$ cat src/rtl/itoa_pkg.sv
`default_nettype none
package itoa_pkg;

  localparam int VALUE_BITS    = 32;
  localparam int MAX_DIGITS    = 32;
  localparam int RADIX_W       = 6;
  localparam int DIGIT_W       = 6;
  localparam int CHAR_W        = 7;
  localparam int CNT_W         = $clog2(MAX_DIGITS + 1);
  localparam int IDX_W         = $clog2(MAX_DIGITS);
  localparam int BITS_PER_STEP = 8;
  localparam int STEPS         = VALUE_BITS / BITS_PER_STEP;
  localparam int STEP_W        = (STEPS > 1) ? $clog2(STEPS) : 1;
  localparam int QUEUE_DEPTH   = 2;
  localparam int QPTR_W        = $clog2(QUEUE_DEPTH);
  localparam int QCNT_W        = $clog2(QUEUE_DEPTH + 1);

  localparam logic [2:0]         RADIX_ADDR  = 3'd0;

  localparam logic [RADIX_W-1:0] RADIX_MIN   = RADIX_W'(2);
  localparam logic [RADIX_W-1:0] RADIX_MAX   = RADIX_W'(36);
  localparam logic [RADIX_W-1:0] RADIX_RESET = RADIX_W'(10);
  localparam logic [CHAR_W-1:0]  CHAR_MINUS  = 7'h2D;
  localparam logic [CHAR_W-1:0]  CHAR_ZERO   = 7'h30;
  localparam logic [CHAR_W-1:0]  CHAR_ALPHA  = 7'h57;
  localparam logic [CHAR_W-1:0]  CHAR_NONE   = 7'h00;
  localparam logic [DIGIT_W-1:0] DIGIT_TEN   = DIGIT_W'(10);

  typedef struct packed {
    logic                  bad;
    logic                  neg;
    logic [RADIX_W-1:0]    radix;
    logic [VALUE_BITS-1:0] mag;
  } job_t;

  // digit value to lower-case ASCII
  function automatic logic [CHAR_W-1:0] digit_char(input logic [DIGIT_W-1:0] v);
    logic [CHAR_W-1:0] c;
    if (v < DIGIT_TEN) c = CHAR_ZERO + CHAR_W'(v);
    else c = CHAR_ALPHA + CHAR_W'(v);
    return c;
  endfunction

endpackage
`default_nettype wire

$ cat src/rtl/itoa_front.sv
`default_nettype none
module itoa_front (
  input  wire logic                               item_valid,
  output logic                                    item_stall,
  input  wire logic signed [itoa_pkg::VALUE_BITS-1:0] number,
  input  wire logic [itoa_pkg::RADIX_W-1:0]       radix,
  input  wire logic                               queue_full,
  output logic                                    push,
  output itoa_pkg::job_t                          job
);

  logic [itoa_pkg::VALUE_BITS-1:0] raw;

  assign raw        = number;
  assign item_stall = queue_full;
  assign push       = item_valid && !queue_full;

  always_comb begin
    job.bad   = (radix < itoa_pkg::RADIX_MIN) || (radix > itoa_pkg::RADIX_MAX);
    job.neg   = raw[itoa_pkg::VALUE_BITS-1];
    job.radix = radix;
    job.mag   = raw[itoa_pkg::VALUE_BITS-1] ? (~raw + 1'b1) : raw;
  end

endmodule
`default_nettype wire

$ cat src/rtl/itoa_queue.sv
`default_nettype none
module itoa_queue (
  input  wire logic           clk,
  input  wire logic           rst,
  input  wire logic           push,
  input  itoa_pkg::job_t      push_job,
  input  wire logic           pop,
  output itoa_pkg::job_t      pop_job,
  output logic                full,
  output logic                empty
);

  itoa_pkg::job_t                  slots [itoa_pkg::QUEUE_DEPTH];
  logic [itoa_pkg::QPTR_W-1:0]     wptr;
  logic [itoa_pkg::QPTR_W-1:0]     rptr;
  logic [itoa_pkg::QCNT_W-1:0]     count;
  logic                            do_push;
  logic                            do_pop;

  assign full    = (count == itoa_pkg::QCNT_W'(itoa_pkg::QUEUE_DEPTH));
  assign empty   = (count == '0);
  assign do_push = push && !full;
  assign do_pop  = pop && !empty;
  assign pop_job = slots[rptr];

  always_ff @(posedge clk) begin
    if (do_push) slots[wptr] <= push_job;
  end

  always_ff @(posedge clk) begin
    if (rst) begin
      wptr  <= '0;
      rptr  <= '0;
      count <= '0;
    end else begin
      if (do_push) wptr <= wptr + 1'b1;
      if (do_pop) rptr <= rptr + 1'b1;
      if (do_push && !do_pop) count <= count + 1'b1;
      else if (do_pop && !do_push) count <= count - 1'b1;
    end
  end

endmodule
`default_nettype wire

$ cat src/rtl/itoa_back.sv
`default_nettype none
module itoa_back (
  input  wire logic                        clk,
  input  wire logic                        rst,
  input  itoa_pkg::job_t                   job,
  input  wire logic                        queue_empty,
  output logic                             pop,
  output logic                             char_valid,
  input  wire logic                        char_stall,
  output logic [itoa_pkg::CHAR_W-1:0]      char_code,
  output logic                             last_char,
  output logic                             bad_radix
);

  typedef enum logic [1:0] {S_IDLE, S_DIV, S_EMIT, S_BAD} state_t;

  state_t                              state;
  logic [itoa_pkg::VALUE_BITS-1:0]     quo;
  logic [itoa_pkg::DIGIT_W-1:0]        rem;
  logic [itoa_pkg::RADIX_W-1:0]        radix;
  logic                                sign_pending;
  logic [itoa_pkg::STEP_W-1:0]         step;
  logic [itoa_pkg::CNT_W-1:0]          count;
  logic [itoa_pkg::DIGIT_W-1:0]        digit_store [itoa_pkg::MAX_DIGITS];

  logic [itoa_pkg::VALUE_BITS-1:0]     quo_next;
  logic [itoa_pkg::DIGIT_W-1:0]        rem_next;
  logic [itoa_pkg::CNT_W-1:0]          count_inc;
  logic [itoa_pkg::IDX_W-1:0]          rd_idx;
  logic                                out_free;
  logic                                emit;

  assign out_free  = !char_valid || !char_stall;
  assign emit      = ((state == S_EMIT) || (state == S_BAD)) && out_free;
  assign pop       = (state == S_IDLE) && !queue_empty;
  assign count_inc = count + 1'b1;
  assign rd_idx    = itoa_pkg::IDX_W'(count - 1'b1);

  // restoring division, several quotient bits per cycle
  always_comb begin
    logic [itoa_pkg::DIGIT_W:0]      t;
    logic [itoa_pkg::DIGIT_W-1:0]    r;
    logic [itoa_pkg::VALUE_BITS-1:0] q;
    r = rem;
    q = quo;
    for (int k = 0; k < itoa_pkg::BITS_PER_STEP; k++) begin
      t = {r, q[itoa_pkg::VALUE_BITS-1]};
      q = {q[itoa_pkg::VALUE_BITS-2:0], 1'b0};
      if (t >= {1'b0, radix}) begin
        t    = t - {1'b0, radix};
        q[0] = 1'b1;
      end
      r = t[itoa_pkg::DIGIT_W-1:0];
    end
    quo_next = q;
    rem_next = r;
  end

  always_ff @(posedge clk) begin
    if (state == S_DIV && step == itoa_pkg::STEP_W'(itoa_pkg::STEPS - 1))
      digit_store[count[itoa_pkg::IDX_W-1:0]] <= rem_next;
  end

  always_ff @(posedge clk) begin
    if (rst) begin
      state        <= S_IDLE;
      char_valid   <= 1'b0;
      quo          <= '0;
      rem          <= '0;
      radix        <= '0;
      sign_pending <= 1'b0;
      step         <= '0;
      count        <= '0;
      char_code    <= '0;
      last_char    <= 1'b0;
      bad_radix    <= 1'b0;
    end else begin
      if (emit) char_valid <= 1'b1;
      else if (!char_stall) char_valid <= 1'b0;
      unique case (state)
        S_IDLE: begin
          if (!queue_empty) begin
            if (job.bad) begin
              state <= S_BAD;
            end else begin
              quo          <= job.mag;
              rem          <= '0;
              radix        <= job.radix;
              sign_pending <= job.neg;
              step         <= '0;
              count        <= '0;
              state        <= S_DIV;
            end
          end
        end
        S_DIV: begin
          quo <= quo_next;
          if (step == itoa_pkg::STEP_W'(itoa_pkg::STEPS - 1)) begin
            count <= count_inc;
            step  <= '0;
            rem   <= '0;
            if (quo_next == '0 || count_inc == itoa_pkg::CNT_W'(itoa_pkg::MAX_DIGITS))
              state <= S_EMIT;
          end else begin
            step <= step + 1'b1;
            rem  <= rem_next;
          end
        end
        S_EMIT: begin
          if (out_free) begin
            bad_radix  <= 1'b0;
            if (sign_pending) begin
              sign_pending <= 1'b0;
              char_code    <= itoa_pkg::CHAR_MINUS;
              last_char    <= 1'b0;
            end else begin
              char_code <= itoa_pkg::digit_char(digit_store[rd_idx]);
              last_char <= (count == itoa_pkg::CNT_W'(1));
              count     <= count - 1'b1;
              if (count == itoa_pkg::CNT_W'(1)) state <= S_IDLE;
            end
          end
        end
        S_BAD: begin
          if (out_free) begin
            char_code  <= itoa_pkg::CHAR_NONE;
            last_char  <= 1'b1;
            bad_radix  <= 1'b1;
            state      <= S_IDLE;
          end
        end
        default: state <= S_IDLE;
      endcase
    end
  end

endmodule
`default_nettype wire

$ cat src/rtl/integer_to_ascii_radix.sv
`default_nettype none
// New numbers enter a two-entry job queue while it is not full. When idle, the
// converter pops a job and divides by the radix, one digit per division (the
// divider retires 8 quotient bits a cycle), then sends a minus sign if negative
// and the digits, most significant first, one character a cycle unless stalled.
// Synchronous active-high reset empties the queue, idles the converter and sets
// radix to 10; the digit store is not cleared.
module integer_to_ascii_radix (
  input  wire logic                                   clk,
  input  wire logic                                   rst,
  input  wire logic                                   psel,
  input  wire logic                                   penable,
  input  wire logic                                   pwrite,
  input  wire logic [2:0]                             paddr,
  input  wire logic [31:0]                            pwdata,
  output logic [31:0]                                 prdata,
  output logic                                        pready,
  input  wire logic                                   item_valid,
  output logic                                        item_stall,
  input  wire logic signed [itoa_pkg::VALUE_BITS-1:0] number,
  output logic                                        char_valid,
  input  wire logic                                   char_stall,
  output logic [itoa_pkg::CHAR_W-1:0]                 char_code,
  output logic                                        last_char,
  output logic                                        bad_radix
);

  logic [itoa_pkg::RADIX_W-1:0] radix;
  logic                         push;
  logic                         pop;
  logic                         queue_full;
  logic                         queue_empty;
  itoa_pkg::job_t               push_job;
  itoa_pkg::job_t               pop_job;

  assign pready = 1'b1;
  assign prdata = (paddr == itoa_pkg::RADIX_ADDR) ?
                  {{(32 - itoa_pkg::RADIX_W){1'b0}}, radix} : 32'd0;

  always_ff @(posedge clk) begin
    if (rst) begin
      radix <= itoa_pkg::RADIX_RESET;
    end else if (psel && penable && pwrite && paddr == itoa_pkg::RADIX_ADDR) begin
      radix <= pwdata[itoa_pkg::RADIX_W-1:0];
    end
  end

  itoa_front u_front (
    .item_valid (item_valid),
    .item_stall (item_stall),
    .number     (number),
    .radix      (radix),
    .queue_full (queue_full),
    .push       (push),
    .job        (push_job)
  );

  itoa_queue u_queue (
    .clk      (clk),
    .rst      (rst),
    .push     (push),
    .push_job (push_job),
    .pop      (pop),
    .pop_job  (pop_job),
    .full     (queue_full),
    .empty    (queue_empty)
  );

  itoa_back u_back (
    .clk         (clk),
    .rst         (rst),
    .job         (pop_job),
    .queue_empty (queue_empty),
    .pop         (pop),
    .char_valid  (char_valid),
    .char_stall  (char_stall),
    .char_code   (char_code),
    .last_char   (last_char),
    .bad_radix   (bad_radix)
  );

endmodule
`default_nettype wire
$ cat config.mk
export PLATFORM = sky130hd
export DESIGN_NAME = integer_to_ascii_radix
export DESIGN_NICKNAME = d
export VERILOG_FILES = /design/src/rtl/itoa_pkg.sv /design/src/rtl/itoa_front.sv /design/src/rtl/itoa_queue.sv /design/src/rtl/itoa_back.sv /design/src/rtl/integer_to_ascii_radix.sv
export SDC_FILE = /design/constraint.sdc
export NUM_CORES = 1
export LEC_CHECK = 0
export ABC_AREA = 1
export ABC_CLOCK_PERIOD_IN_PS = 30200
export BUFFER_PORTS_ARGS = -buffer_cell sky130_fd_sc_hd__buf_4
export CAP_MARGIN = 0
export CORE_UTILIZATION = 40
export CTS_BUF_LIST = sky130_fd_sc_hd__clkbuf_8
export DETAILED_ROUTE_END_ITERATION = 8
export PLACE_DENSITY_LB_ADDON = 0.3
export SETUP_SLACK_MARGIN = 0.15
export SLEW_MARGIN = 20
export SYNTH_ARGS = -nofsm -noshare
export SYNTH_HDL_FRONTEND = slang
export SYNTH_SLANG_ARGS = --single-unit
$ cat constraint.sdc
create_clock -name clk -period 30.2 [get_ports clk]
set_clock_uncertainty 0.05 [all_clocks]
set_input_delay 1.51 -clock clk [delete_from_list [all_inputs] [get_ports clk]]
set_output_delay 1.51 -clock clk [all_outputs]
set_load 0.01 [all_outputs]
==> results of run 1 <==
[cells in the final DEF (no fill, tap or decap), types with 5 or more instances in the layout]
| master | count |
|---|---|
| fa_1 | 8 |
| a21oi_1 | 104 |
| o21ai_0 | 144 |
| o221ai_1 | 25 |
| dfxtp_1 | 75 |
| buf_4 | 80 |
| nand3_2 | 5 |
| xor2_1 | 40 |
| o21ai_1 | 10 |
| inv_1 | 161 |
| edfxtp_1 | 272 |
| nand2_1 | 275 |
| o22ai_1 | 5 |
| clkbuf_8 | 60 |
| xnor2_1 | 24 |
| nand3_4 | 8 |
| o211ai_1 | 23 |
| ha_1 | 62 |
| nand2_2 | 12 |
| clkinv_1 | 15 |
| o32ai_1 | 25 |
| nand3_1 | 47 |
| nand4_1 | 18 |
| conb_1 | 27 |
| nor3_1 | 12 |
| mux2i_1 | 24 |
| nor4_1 | 11 |
| clkinv_2 | 7 |
| nor2_1 | 251 |
| a31oi_1 | 33 |
[routing by layer]
metal / wire (um) / part of all wire [%] / up-vias / GRT usage [%]
met5: 0 / 0 / - / 0
met4: 767 / 1.9 / 0 / 5.83
met3: 2140 / 5.2 / 56 / 3.07
met2: 19600 / 48 / 308 / 30.7
met1: 18500 / 45 / 6175 / 24.3
li1: - / - / 6430 / -
[worst paths after layout]
check / startpoint / endpoint / slack [ps]
setup / recovery: u_back.radix[4]$_SDFFE_PP0P_ / u_back.digit_store[28][4]$_DFFE_PP_ / 15560
hold / removal: u_queue.rptr$_SDFFE_PP0P_ / register / 400
setup reg to reg: u_back.radix[4]$_SDFFE_PP0P_ / u_back.digit_store[28][4]$_DFFE_PP_ / 15560
hold reg to reg: u_queue.rptr$_SDFFE_PP0P_ / register / 400
[flip-flops by register name (all words and copies together) (netlist names), named ones only]
name / count
u_back.radix: 6
u_back.bad_radix: 1
u_back.last_char: 1
u_back.quo: 32
u_back.sign_pending: 1
u_back.digit_store: 192
u_queue.rptr: 1
u_queue.wptr: 1
u_back.state: 2
u_back.char_valid: 1
u_queue.slots: 80
u_back.char_code: 7
u_back.step: 2
u_queue.count: 2
radix: 6
u_back.count: 6
u_back.rem: 6
[cell type report]
cell class	count	area, um^2	area share [%]
sequential	348	9690	49.2
inverter	145	544	2.76
clock inverter	45	198	1.00
clock buffer	60	826	4.19
multi-input combinational	1244	7130	36.1
timing repair buffer	80	601	3.05
tap	585	732	3.71
[metrics by stage]
step | utilization [%] | area (um^2) | setup WS, ps
after detailed placement | 43.0 | 18700 | 15310
final | 45.4 | 19700 | 15560
after CTS | 45.4 | 19700 | 15210
after global placement | 43.0 | 18700 | 15540
after floorplan | - | 17900 | 17460
after global routing | 45.4 | 19700 | 14180
[kinds of logic (layout without fill, tap and decap cells)]
family                     Yosys count  in the layout  share of synthesized area (%)
and+or+nand+nor                    662            662                           16.2
AOI/OAI and AO/OA                  396            396                           13.3
DFF                                348            348                           54.5
buffers and inverters              252            330                           6.06
adders and majority gates           71             71                           5.34
xor gates and xnor gates            64             64                           3.16
muxes                               24             24                           1.35
other                                2             27                         0.0423
==> out/qor.yml, run 1 <==
grt_pass1_vias: 12500
crit_buf_inv: 9
pin_count: 118
end_kind: "register"
dieArea_um2: 45300
wl_per_cell_um: 16.3
synth_area_leader_cell: "edfxtp_1"
grt_overflow_total: 0
post_cts_buffers: 0
vias: 13000
cp_slowest_stage_delay_ps: 610
synth_area_leaders: "edfxtp_1 46%, dfxtp_1 8.6%, nand2_1 5.8%"
port_buffers: 64
rsz0062_at_grt: "no"
coreArea_um2: 43500
die_w_um: 213
cp_slowest_cell: "o21a_2"
synth-edff-count: 272
yosysUniqueCellTypes: 56
drc_errors: 0
track_usage_pct: 18.4
ctsHoldBuffers: 0
ys.flop_type: "edfxtp_1"
htreeDepth: 2
cts.sinks: 348
crit_path_start_kind: "register"
slew_violations: 0
finalCriticalPeriod_ps: 14640
antenna_cells: 0
synthCells: 1819
period_share_pct: 48.5
clk_path_buf_depth: 3
instances_no_fill: 2507
layout-drive-gt1-share_pct: 10.7
fin_setup_tns_ps: 0
syn_area_per_cell_um2: 9.77
cts_tree: "built"
start_util_pct: 40.9
worst-r2r-cell-count: 74
die_h_um: 213
cts_made_buffers: 56
worst_path_most_repeated_cell: "a21oi_1"
postRouteAntennaNets: 0
synth_seq_cells: 348
max_freq_mhz: 68.3
row_count: 76
critPathMaxFanout: 32
setup_viol: 0
hold_viol_final: 0
slew_headroom_pct: 38.1
grt_max_degree: 78
nFillCells: 4147
antenna_found_initial: 0
status: "complete, no violations"
syn_to_final_growth_pct: 11.0
drt-total-wl_mm: 41.0
clkSlewWorstSetupHoldPaths_ps: 60
grt_pass1_wl_mm: 65.3
critPathRequiredTime_ps: 30490
worstPathArrival_ps: 14930
cp.depth: 74
cts-resized-gates: 0
worstSetupPathType: "register to register"
min_path_type: "register to register"
synth-async-reset-ratio_pct: 0
fin_nets: 2020
dp.cells: 2402
clk_latency_ps: 630
yosysSeqAreaShare_pct: 54.5
yosysMostFrequentCell: "nand2_1"
hpwl_mm: 27.4
netlist_area_um2: 17800
drt_iter0_markers: 833
path_delay_family: "compound AO/OA/AOI/OAI gates"
hold-path-cell-count: 1
routed_via_density: 5.17
yosysTopAreaCellShare_pct: 46.0
first_pass_iters: 6
cts_root_buf: "clkbuf_8"
yosys_warnings: 0
hold_slack_ps: 403
synthTopCellsByCount: "275 x nand2_1, 272 x edfxtp_1, 253 x nor2_1"
tightest_slew_ps: 919
routabilityCongestion: 0.821
maxCapViolations: 0
Power of run 1 is not shown: default switching activity piles up to over one toggle a cycle in this logic, so the estimate is an artifact.
==> run 2, diff against run 1 <==
--- a/config.mk
+++ b/config.mk
@@ -6,7 +6,7 @@
 export NUM_CORES = 1
 export LEC_CHECK = 0
 export ABC_AREA = 1
-export ABC_CLOCK_PERIOD_IN_PS = 30200
+export ABC_CLOCK_PERIOD_IN_PS = 15000
 export BUFFER_PORTS_ARGS = -buffer_cell sky130_fd_sc_hd__buf_4
 export CAP_MARGIN = 0
 export CORE_UTILIZATION = 40
==> constraint.sdc (replaced) <==
create_clock -name clk -period 15 [get_ports clk]
set_clock_uncertainty 0.05 [all_clocks]
set_input_delay 0.75 -clock clk [delete_from_list [all_inputs] [get_ports clk]]
set_output_delay 0.75 -clock clk [all_outputs]
set_load 0.01 [all_outputs]
==> run 2 against run 1 <==
Wire length increased by 0.49%. Register-to-register slack got worse by 14000 ps. Largest cell class unchanged. Final cell count increased by 0.24%. Die area unchanged.
==> out/qor.yml, run 2 (synthesized netlist as in run 1, its figures left out) <==
cts.sinks: 348  # unchanged
coreArea_um2: 43500  # unchanged
slew_headroom_pct: 37.8  # -0.23 points
status: "complete, no violations"
dieArea_um2: 45300  # unchanged
worstPathArrival_ps: 13850  # -1080 ps
die_h_um: 213  # unchanged
worst_path_most_repeated_cell: "nand2_1"
cp_slowest_cell: "ha_1"
post-place-ws_ps: 1060  # -14250 ps
finalCriticalPeriod_ps: 13560  # -1090 ps
end_kind: "register"
routed_via_density: 5.15  # -0.38%
grt_pass1_vias: 12500  # -0.11%
cp_slowest_stage_delay_ps: 380  # -230 ps
largest_reg_flops: 192  # unchanged
postRouteAntennaNets: 0  # unchanged
setup_ws_ps: 1440  # -14110 ps
grt_max_degree: 80  # +2.6%
syn_to_final_growth_pct: 12.0
final_cell_mix: "275 x nand2_1, 272 x edfxtp_1, 251 x nor2_1"
pin_count: 118  # unchanged
final_core_util_pct: 45.8  # +0.41 points
setup_viol: 0  # unchanged
htreeDepth: 2  # unchanged
wl_per_cell_um: 16.4  # +0.25%
grt_pass1_wl_mm: 65.3  # unchanged
grt_overflow_total: 0  # unchanged
antenna_found_initial: 0  # unchanged
die_w_um: 213  # unchanged
hold_viol_final: 0  # unchanged
clkSlewWorstSetupHoldPaths_ps: 60  # about the same
row_count: 76  # unchanged
first_pass_iters: 5  # -1
antenna_cells: 0  # unchanged
crit_path_start_kind: "register"
drt-total-wl_mm: 41.2  # +0.49%
vias: 13000  # -0.15%
port_buffers: 64  # unchanged
min_path_type: "primary input to register"
slew_violations: 0  # unchanged
track_usage_pct: 18.5  # +0.10 points
layout.cells.most_common: "nand2_1"
ctsHoldBuffers: 0  # unchanged
clk_latency_ps: 650  # +20 ps
fin_nets: 2032  # +0.59%
worstSetupPathType: "register to register"
start_util_pct: 40.9  # unchanged
tightest_slew_ps: 933  # +13.1 ps
max_freq_mhz: 73.8  # +8.0%
critPathMaxFanout: 32  # unchanged
cts_made_buffers: 57  # +1.8%
fin_setup_tns_ps: 0  # unchanged
drc_errors: 0  # unchanged
rsz0062_at_grt: "no"
period_share_pct: 90.4  # +42 points
maxCapViolations: 0  # unchanged
cts_root_buf: "clkbuf_8"
hpwl_mm: 27.3  # -0.60%
routabilityCongestion: 0.849  # +3.5%
cts_tree: "built"
layout-drive-gt1-share_pct: 11.4  # +0.69 points
critPathRequiredTime_ps: 15290  # -15200 ps
clk_path_buf_depth: 3  # unchanged
drt_iter0_markers: 766  # -8.0%
## run 2: layout make-up
class                   instances  area, um^2
repair buffers                 91         713
multi-input cells            1244        7140
flip-flops and latches        348        9690
inverters                     145         544
clock inverters                42         278
well taps                     585         732
clock buffers                  58         798
fillers                      4127       23600
## run 2: metrics by stage
| step | std cells | hold slack (ps) | instance area (um^2) |
|---|---|---|---|
| 6_report | 2513 | 269 | 19900 |
| 5_1_grt | 2513 | 256 | 19900 |
| 4_1_cts | 2511 | 219 | 19800 |
| 3_5_place_dp | 2411 | 396 | 18800 |
| 3_3_place_gp | 2411 | 382 | 18800 |
| 2_1_floorplan | 1844 | 376 | 17900 |
## run 2: routing by layer
layer | GRT usage (%) | wire length, um | up-vias
li1 | - | - | 6452
met1 | 24.5 | 18700 | 6147
met2 | 30.9 | 19700 | 294
met3 | 3.25 | 2020 | 57
met4 | 5.38 | 705 | 0
met5 | 0 | 0 | -
## run 2: what timing repair did
item                                    in CTS  in global routing
resized for setup                            0                 14
endpoints found under the setup margin       0                201
setup buffers                                0                  2
## run 2: critical path: cells and delay by family (launching register included)
family,cells,cell delay (ps)
fa+ha+maj,8,2780
buf+inv,12,1140
flops,1,320
simple gates,26,3320
compound gates,33,5650
## run 2: path summary, 6_finish.rpt
check	cells after the start	start	slack, ps	end
worst min-delay path	3	pwdata[3]	270	radix[3]$_SDFFE_PP1P_
worst max register to register	79	u_back.radix[2]$_SDFFE_PP0P_	1440	u_back.digit_store[15][1]$_DFFE_PP_
worst max-delay path	79	u_back.radix[2]$_SDFFE_PP0P_	1440	u_back.digit_store[15][1]$_DFFE_PP_
worst min register to register	0	radix[5]$_SDFFE_PP0P_	380	u_queue.slots[0][37]$_DFFE_PP_
Power of run 2 is left out for the same reason.
